**config.mk**
```make
export PLATFORM = sky130hd
export DESIGN_NAME = utf8_decode_count_truncate_top
export DESIGN_NICKNAME = d
export VERILOG_FILES = /design/src/hw/rtl/u8dct_pkg.sv /design/src/hw/rtl/u8dct_dp.sv /design/src/hw/rtl/u8dct_ctrl.sv /design/src/hw/rtl/utf8_decode_count_truncate_top.sv
export SDC_FILE = /design/constraint.sdc
export NUM_CORES = 1
export LEC_CHECK = 0
export BUFFER_PORTS_ARGS = -buffer_cell sky130_fd_sc_hd__clkbuf_2
export CELL_PAD_IN_SITES_DETAIL_PLACEMENT = 0
export CELL_PAD_IN_SITES_GLOBAL_PLACEMENT = 1
export CORE_ASPECT_RATIO = 1.75
export CORE_UTILIZATION = 45
export CTS_CLUSTER_SIZE = 30
export DETAILED_ROUTE_END_ITERATION = 10
export PLACE_DENSITY_LB_ADDON = 0.1
export SYNTH_ARGS = -nofsm -noshare
export SYNTH_HDL_FRONTEND = slang
export SYNTH_SLANG_ARGS = --single-unit
```
**constraint.sdc**
```tcl
create_clock -name clk -period 8.8 [get_ports clk]
set_input_delay 1.76 -clock clk [delete_from_list [all_inputs] [get_ports clk]]
set_output_delay 1.76 -clock clk [all_outputs]
set_load 0.02 [all_outputs]
```
**src/hw/rtl/u8dct_pkg.sv**
```systemverilog
// Shared types and constants for the UTF-8 decode/count/truncate block.
`timescale 1ns / 1ps
package u8dct_pkg;

	localparam logic [31:0] MAX_UNITS_DEF = 32'd65535;
	localparam int unsigned LIMIT_W = 16;
	localparam int unsigned CP_W = 21;

	// register map (word index in paddr[2])
	localparam logic REG_COLUMN_LIMIT = 1'b0;
	localparam logic [LIMIT_W-1:0] COLUMN_LIMIT_RST = 16'hFFFF;

	// lead byte patterns
	localparam logic [7:0] LEAD2_MASK = 8'hE0;
	localparam logic [7:0] LEAD2_VAL = 8'hC0;
	localparam logic [7:0] LEAD2_BITS = 8'h1F;
	localparam logic [7:0] LEAD3_MASK = 8'hF0;
	localparam logic [7:0] LEAD3_VAL = 8'hE0;
	localparam logic [7:0] LEAD3_BITS = 8'h0F;
	localparam logic [7:0] LEAD4_MASK = 8'hF8;
	localparam logic [7:0] LEAD4_VAL = 8'hF0;
	localparam logic [7:0] LEAD4_BITS = 8'h07;
	localparam logic [7:0] CONT_MARK = 8'h80;
	localparam logic [7:0] CONT_BITS = 8'h3F;

	typedef struct packed {
		logic [7:0] in_byte;
		logic       end_of_string;
	} in_item_t;

	typedef struct packed {
		logic [CP_W-1:0]    code_point;
		logic               invalid;
		logic [2:0]         unit_bytes;
		logic [LIMIT_W-1:0] units_so_far;
		logic               within_limit;
		logic               run_last;
		logic               string_last;
	} out_item_t;

	typedef enum logic {
		ST_IDLE,
		ST_RUN
	} state_t;

	// controller -> datapath
	typedef struct packed {
		logic load;    // take the input byte into the queue
		logic emit;    // write the unit at head into the output register
		logic finish;  // compact leftovers into the held area, close the byte
	} cmd_t;

	// datapath -> controller
	typedef struct packed {
		logic unit_ok;    // a unit can be produced at head
		logic unit_last;  // no further unit follows it for this byte
		logic out_free;   // output register can take a unit this cycle
	} status_t;

endpackage

```
**src/hw/rtl/u8dct_dp.sv**
```systemverilog
// Datapath: byte queue, unit decoder, unit counter and output register.
`timescale 1ns / 1ps
module u8dct_dp
	import u8dct_pkg::*;
#(
	parameter logic [31:0] MAX_UNITS = MAX_UNITS_DEF
) (
	input  logic               clk,
	input  logic               arst_n,
	input  cmd_t               cmd,
	output status_t            status,
	input  in_item_t           in_data,
	input  logic [LIMIT_W-1:0] column_limit,
	output logic               out_valid,
	input  logic               out_stall,
	output out_item_t          out_data
);

	localparam logic [LIMIT_W-1:0] CAP =
		(MAX_UNITS > 32'd65535) ? 16'hFFFF : MAX_UNITS[LIMIT_W-1:0];

	typedef struct packed {
		logic            emit;
		logic            bad;
		logic [CP_W-1:0] cp;
		logic [2:0]      len;
	} dec_t;

	// Look at the queue from position hd and say which unit, if any, starts there.
	function automatic dec_t decode(input logic [3:0][7:0] q, input logic [2:0] qn,
			input logic [2:0] hd, input logic eos);
		dec_t       d;
		logic [2:0] avail;
		logic [7:0] c;
		logic [7:0] cc;
		logic [2:0] need;
		logic [2:0] idx;
		logic [CP_W-1:0] acc;
		logic       broken;
		logic       lead;
		avail = qn - hd;
		c = q[hd[1:0]];
		d = '0;
		d.cp = {13'd0, c};
		d.len = 3'd1;
		need = 3'd1;
		acc = '0;
		lead = 1'b1;
		broken = 1'b0;
		cc = '0;
		if ((c & LEAD2_MASK) == LEAD2_VAL) begin
			need = 3'd2;
			acc = {13'd0, c & LEAD2_BITS};
		end else if ((c & LEAD3_MASK) == LEAD3_VAL) begin
			need = 3'd3;
			acc = {13'd0, c & LEAD3_BITS};
		end else if ((c & LEAD4_MASK) == LEAD4_VAL) begin
			need = 3'd4;
			acc = {13'd0, c & LEAD4_BITS};
		end else begin
			lead = 1'b0;
		end
		for (int i = 1; i < 4; i++) begin
			idx = hd + 3'(i);
			if (3'(i) < need && 3'(i) < avail && !broken) begin
				cc = q[idx[1:0]];
				if ((cc & ~CONT_BITS) != CONT_MARK) begin
					broken = 1'b1;
				end else begin
					acc = {acc[CP_W-7:0], cc[5:0]};
				end
			end
		end
		if (avail == 3'd0) begin
			d.emit = 1'b0;
		end else if (!c[7]) begin
			d.emit = 1'b1;
		end else if (!lead) begin
			d.emit = 1'b1;
			d.bad = 1'b1;
		end else if (broken || (avail < need && eos)) begin
			d.emit = 1'b1;
			d.bad = 1'b1;
		end else if (avail < need) begin
			d.emit = 1'b0;
		end else begin
			d.emit = 1'b1;
			d.cp = acc;
			d.len = need;
		end
		return d;
	endfunction

	logic [3:0][7:0]    q_q;
	logic [2:0]         qn_q;
	logic [2:0]         hd_q;
	logic               eos_q;
	logic [1:0]         held_q;
	logic [LIMIT_W-1:0] cnt_q;
	out_item_t          out_q;
	logic               out_valid_q;

	dec_t               cur;
	dec_t               nxt;
	logic [2:0]         hd_adv;
	logic [2:0]         rem;
	logic [LIMIT_W-1:0] cnt_inc;

	always_comb begin
		cur = decode(q_q, qn_q, hd_q, eos_q);
		hd_adv = hd_q + (cur.emit ? cur.len : 3'd0);
		nxt = decode(q_q, qn_q, hd_adv, eos_q);
		rem = qn_q - hd_adv;
		cnt_inc = (cnt_q < CAP) ? cnt_q + 16'd1 : cnt_q;
	end

	assign status.unit_ok = cur.emit;
	assign status.unit_last = !nxt.emit;
	assign status.out_free = !out_valid_q || !out_stall;

	assign out_valid = out_valid_q;
	assign out_data = out_q;

	// queue payload
	always_ff @(posedge clk) begin
		if (cmd.load) begin
			q_q[held_q] <= in_data.in_byte;
		end else if (cmd.finish) begin
			for (int j = 0; j < 3; j++) begin
				q_q[2'(j)] <= q_q[2'(hd_adv + 3'(j))];
			end
		end
	end

	always_ff @(posedge clk) begin
		if (cmd.emit) begin
			out_q.code_point <= cur.cp;
			out_q.invalid <= cur.bad;
			out_q.unit_bytes <= cur.len;
			out_q.units_so_far <= cnt_inc;
			out_q.within_limit <= (column_limit != '0) && (cnt_inc <= column_limit);
			out_q.run_last <= !nxt.emit;
			out_q.string_last <= !nxt.emit && eos_q;
		end
	end

	always_ff @(posedge clk or negedge arst_n) begin
		if (!arst_n) begin
			qn_q <= '0;
			hd_q <= '0;
			eos_q <= 1'b0;
			held_q <= '0;
			cnt_q <= '0;
			out_valid_q <= 1'b0;
		end else begin
			if (cmd.load) begin
				qn_q <= {1'b0, held_q} + 3'd1;
				hd_q <= '0;
				eos_q <= in_data.end_of_string;
			end
			if (cmd.emit) begin
				hd_q <= hd_adv;
				out_valid_q <= 1'b1;
			end else if (!out_stall) begin
				out_valid_q <= 1'b0;
			end
			// end of string clears the count, even on the edge of its last unit
			if (cmd.finish && eos_q) begin
				cnt_q <= '0;
			end else if (cmd.emit) begin
				cnt_q <= cnt_inc;
			end
			if (cmd.finish) begin
				held_q <= eos_q ? 2'd0 : rem[1:0];
			end
		end
	end

endmodule

```
**src/hw/rtl/u8dct_ctrl.sv**
```systemverilog
// Controller: takes one byte, then steps out its units one per cycle while the output is free.
`timescale 1ns / 1ps
module u8dct_ctrl
	import u8dct_pkg::*;
(
	input  logic    clk,
	input  logic    arst_n,
	input  logic    in_valid,
	output logic    busy,
	input  status_t status,
	output cmd_t    cmd
);

	state_t state_q;
	state_t state_d;

	always_comb begin
		state_d = state_q;
		case (state_q)
			ST_IDLE: begin
				if (in_valid) state_d = ST_RUN;
			end
			ST_RUN: begin
				if (!status.unit_ok || (status.out_free && status.unit_last)) begin
					state_d = ST_IDLE;
				end
			end
			default: state_d = ST_IDLE;
		endcase
	end

	always_comb begin
		cmd = '0;
		busy = 1'b1;
		case (state_q)
			ST_IDLE: begin
				busy = 1'b0;
				cmd.load = in_valid;
			end
			ST_RUN: begin
				cmd.emit = status.unit_ok && status.out_free;
				cmd.finish = !status.unit_ok || (status.out_free && status.unit_last);
			end
			default: begin
				busy = 1'b1;
			end
		endcase
	end

	always_ff @(posedge clk or negedge arst_n) begin
		if (!arst_n) begin
			state_q <= ST_IDLE;
		end else begin
			state_q <= state_d;
		end
	end

endmodule

```
**src/hw/rtl/utf8_decode_count_truncate_top.sv**
```systemverilog
// Top level of the streaming UTF-8 decoder with unit count and column limit.
// Each accepted byte is first loaded into the queue, and then the units it
// completes are stepped out, one per cycle while the output is not stalled,
// with a single closing step when it completes none. A byte that breaks a
// held sequence has the lead and the held bytes replayed as separate units.
// The decode step resolves one unit at the queue head per cycle.
// Bytes of an unfinished sequence are held between items (up to three). The
// end_of_string flag on a byte flushes any held bytes as invalid units and
// clears the count for the next string. column_limit sits at byte address 0
// of the register port; within_limit is set while the running count is at or
// below it and it is nonzero.
`timescale 1ns / 1ps
module utf8_decode_count_truncate_top
	import u8dct_pkg::*;
#(
	parameter logic [31:0] MAX_UNITS = MAX_UNITS_DEF
) (
	input  logic        clk,
	input  logic        arst_n,
	// byte input
	input  logic        in_valid,
	output logic        in_stall,
	input  in_item_t    in_data,
	// unit output
	output logic        out_valid,
	input  logic        out_stall,
	output out_item_t   out_data,
	// register port
	input  logic        psel,
	input  logic        penable,
	input  logic        pwrite,
	input  logic [2:0]  paddr,
	input  logic [31:0] pwdata,
	output logic [31:0] prdata,
	output logic        pready
);

	logic [LIMIT_W-1:0] column_limit_q;
	cmd_t               cmd;
	status_t            status;
	logic               busy;

	// register write completes on the access phase; pready is tied high
	assign pready = 1'b1;

	always_ff @(posedge clk or negedge arst_n) begin
		if (!arst_n) begin
			column_limit_q <= COLUMN_LIMIT_RST;
		end else if (psel && penable && pwrite && (paddr[2] == REG_COLUMN_LIMIT)) begin
			column_limit_q <= pwdata[LIMIT_W-1:0];
		end
	end

	// reads of unmapped addresses return zero
	assign prdata = (paddr[2] == REG_COLUMN_LIMIT) ? {16'd0, column_limit_q} : 32'd0;

	// input is taken only when the controller is idle
	assign in_stall = busy;

	u8dct_ctrl u_ctrl (
		.clk      (clk),
		.arst_n   (arst_n),
		.in_valid (in_valid),
		.busy     (busy),
		.status   (status),
		.cmd      (cmd)
	);

	u8dct_dp #(
		.MAX_UNITS (MAX_UNITS)
	) u_dp (
		.clk          (clk),
		.arst_n       (arst_n),
		.cmd          (cmd),
		.status       (status),
		.in_data      (in_data),
		.column_limit (column_limit_q),
		.out_valid    (out_valid),
		.out_stall    (out_stall),
		.out_data     (out_data)
	);

endmodule

```
==> results <==
- The run finished with clean final reports.
- Synthesis produced around 750 cells.
- The routed design has approximately 19000 um of wire.
- The register area share after synthesis is ~43%.
- The slew at the pin closest to its max-slew limit is roughly 1.1 ns.
- The total number of vias is ~6000.
- At the end of routability-driven placement, the weighted congestion stood at 0.884.
- Measured along the x axis, the die boundary spans 102 um.
- Once the floorplan was initialized, standard cells occupied 46.2% of the core.
- The number of optimization iterations in the first detailed-route pass is 4.
- The clock tree synthesis step divided the H-tree into 4 levels.
- The commonest register cell after synthesis is edfxtp_1.
- The clock passes through at most 2 buffers.
- The flop and latch count out of synthesis is 119.
- For this run, asynchronously set or reset flops after synthesis account for between 30% and 40%.
- The clock arrives with just over 0.01 ns of skew.
- Once layout is complete, the cells apart from fillers number between 1000 and 1500.
- The synthesized netlist occupies a cell area of ~7800 um2.
- The wire length of the first global-routing pass is 31300 um.
- For this design the top-level I/O count stands at 130.
- The routed wire length per instance is 18.1 um.
- The tree is rooted in a clkbuf_16.
- The number of diodes added for antenna fixing is 0.
- Measured against its own limit, the worst slew margin works out to between 20% and 30%.
- The total die area is 17900 um2.
- By startpoint and endpoint, the worst setup path is classified as reg -> reg.
- The fill cell instance count of the final layout is ~1500.
- The final clock period utilization by the worst path is slightly above 90%.
- In this run the remaining antenna-violating nets after routing total 0.
- Input and output buffers added on the ports amount to 94.
- The total routing resource utilization after global routing is between 20% and 30%.
- The max-cap violation count is 0.
- The height of the die is roughly 180 um.
- For the worst-skew pair, the clock arrives at the later sink with an insertion delay of just over 0.4 ns.
- The pin count of the biggest net entering global routing is 44.
- The TritonCTS clock tree is done.
- The count of endpoints failing hold in the final timing report is 0.
- After floorplanning, the core was sized to cover 16900 um2.
- The detailed-route DRC error count is 0.
- Global routing finished with a remaining overflow of 0.
- The initial antenna violation count is 0.
- Leaving out fill and tap cells, the most frequent cell in the layout is clkbuf_2.
- The placed wire-length estimate after detailed placement is ~15000 um.
- The number of endpoints failing setup at the final stage is 0.
- Yosys printed 0 warnings.
- Data arrives at the worst endpoint at 8.20 ns.
- TritonCTS created 17 clock buffers.
- The sum of negative setup slack is 0 ns.
- The post-route netlist has a little over a quarter of its cells at a drive strength greater than 1.
- The number of nets in the layout is about 920.
- The number of distinct standard cells referenced by the synthesized netlist is between 70 and 80.
- In the layout the commonest cells are clkbuf_2, nand2_1, edfxtp_1.
- In this run the worst path has a maximum fanout of 9.
- The achievable clock frequency is approximately 120 MHz.
- The iteration-0 DRC count of the detailed router is between 300 and 400.
- The startpoint type of the worst setup path is a flip-flop.
- The sort of element at the end of the critical path is a flip-flop.
- The mean post-synth cell area is approximately 10 um2.
- The path type of the worst min-delay path is reg -> reg.
- Data on the critical path is required at its endpoint by 8.87 ns.
- From synthesis to final layout, the design area changed by 15.3%.
- The clock slew seen by the registers of the worst setup and hold paths is roughly 0.050 ns.
- The total number of placement rows is 63.
- The count of placed standard cells including taps is about 1000.
- The shortest period the worst path allows is a little over 8 ns.
- The vias per cell is approximately 5.5.
- Setup repair after global routing left no endpoint under its margin.
- The clock sink count is around 120.
- The final-report max-slew violation count is 0.
- The number of global-route vias before repair is between 6000 and 7000.
- In this run, synthesis inferred 76 flip-flops with an integrated enable.
==> cell usage after synthesis, types with 22 or more instances <==
cell      count  area, um2
nand2_1      88        330
inv_1        31        116
ha_1         31        388
nor2_1       62        233
nand3_1      22        110
mux2i_1      26        260
clkbuf_1     23       86.3
edfxtp_1     76       2280
dfrtp_1      27        676
a21oi_1      44        220
mux2_2       33        372
o21ai_0      24        120
==> per-stage QoR <==
stage / instance area [um2] / utilization [%] / hold slack (ns) / setup WS, ns
6_report: 9020 / 53.2 / 0.489 / 0.673
4_1_cts: 9020 / 53.2 / 0.492 / 0.419
2_1_floorplan: 7880 / - / 0.450 / 1.07
3_5_place_dp: 8470 / 50.0 / 0.480 / 0.496
3_3_place_gp: 8470 / 50.0 / 0.470 / 0.614
5_1_grt: 9020 / 53.2 / 0.552 / 0.0624
==> final cells by class <==
class	count	area, um2	share of cell area [%]
clock buffers	23	478	5.30
repair buffers	109	583	6.46
multi-input cells	559	4100	45.5
inverters	32	120	1.33
clock inverters	9	76.3	0.846
flip-flops and latches	119	3380	37.4
well taps	227	284	3.15
==> logic make-up after synthesis <==
kind of cell,count (synthesis),share of synthesized area (%)
and+or+nand+nor,273,17.5
AOI/OAI and AO/OA,126,10.5
DFF,119,43.2
buffers and inverters,83,5.24
muxes,81,14.5
adders and majority gates,34,5.72
xor gates and xnor gates,28,3.31
other,2,0.0960
==> routing by layer <==
metal / vias to the layer above / wire length (um) / GRT usage (%)
met5: - / 0 / 0
met4: 0 / 1150 / 17.5
met3: 59 / 684 / 4.39
met2: 174 / 10900 / 42.9
met1: 2886 / 6740 / 22.6
li1: 2859 / - / -
==> registers in the layout, indices dropped and copies added (netlist names) <==
register        count
column_limit_q     16
u_ctrl.state_q      1
u_dp.cnt_q         16
u_dp.eos_q          1
u_dp.hd_q           3
u_dp.held_q         2
u_dp.out_data      44
u_dp.out_valid      1
u_dp.q_q           32
u_dp.qn_q           3
==> what timing repair did <==
item | CTS | global route
resized for setup | 0 | 2
hold buffers | 0 | 0
setup buffers | 0 | 0
setup endpoints to repair | 0 | 3
==> worst paths after layout <==
check	startpoint	to	slack, ns	cells after the start
worst max-delay path	u_dp.hd_q[0]	u_dp.q_q[1]	0.67	24
worst min-delay path	u_dp.qn_q[0]	u_dp.qn_q[0]	0.49	2
worst max register to register	u_dp.hd_q[0]	u_dp.q_q[1]	0.67	24
worst min register to register	u_dp.qn_q[0]	u_dp.qn_q[0]	0.49	2
max in group asynchronous	arst_n	column_limit_q[6]	6.95	2
min in group asynchronous	arst_n	u_dp.cnt_q[14]	1.44	2
==> worst max-delay path, cell delays in order, from the launching register on <==
cell and delay (ns):
dfrtp_1 0.56, buf_4 0.23, mux4_2 0.58, nor3_1 0.38, inv_1 0.08, ha_1 0.27, o21ai_1 0.17, o21bai_1 0.17
or4b_2 0.66, o21ai_0 0.35, a21oi_1 0.09, ha_1 0.24, fa_1 0.51, fa_1 0.45, xnor2_1 0.19, xnor2_1 0.11
or4_4 0.51, and2_2 0.24, ha_1 0.20, nor4_1 0.38, o211ai_1 0.20, o211a_1 0.26, a311o_2 0.41, and2_4 0.19
o21ai_1 0.33
Power is not shown: default switching activity piles up to over one toggle a cycle in this logic, so the estimate is an artifact.
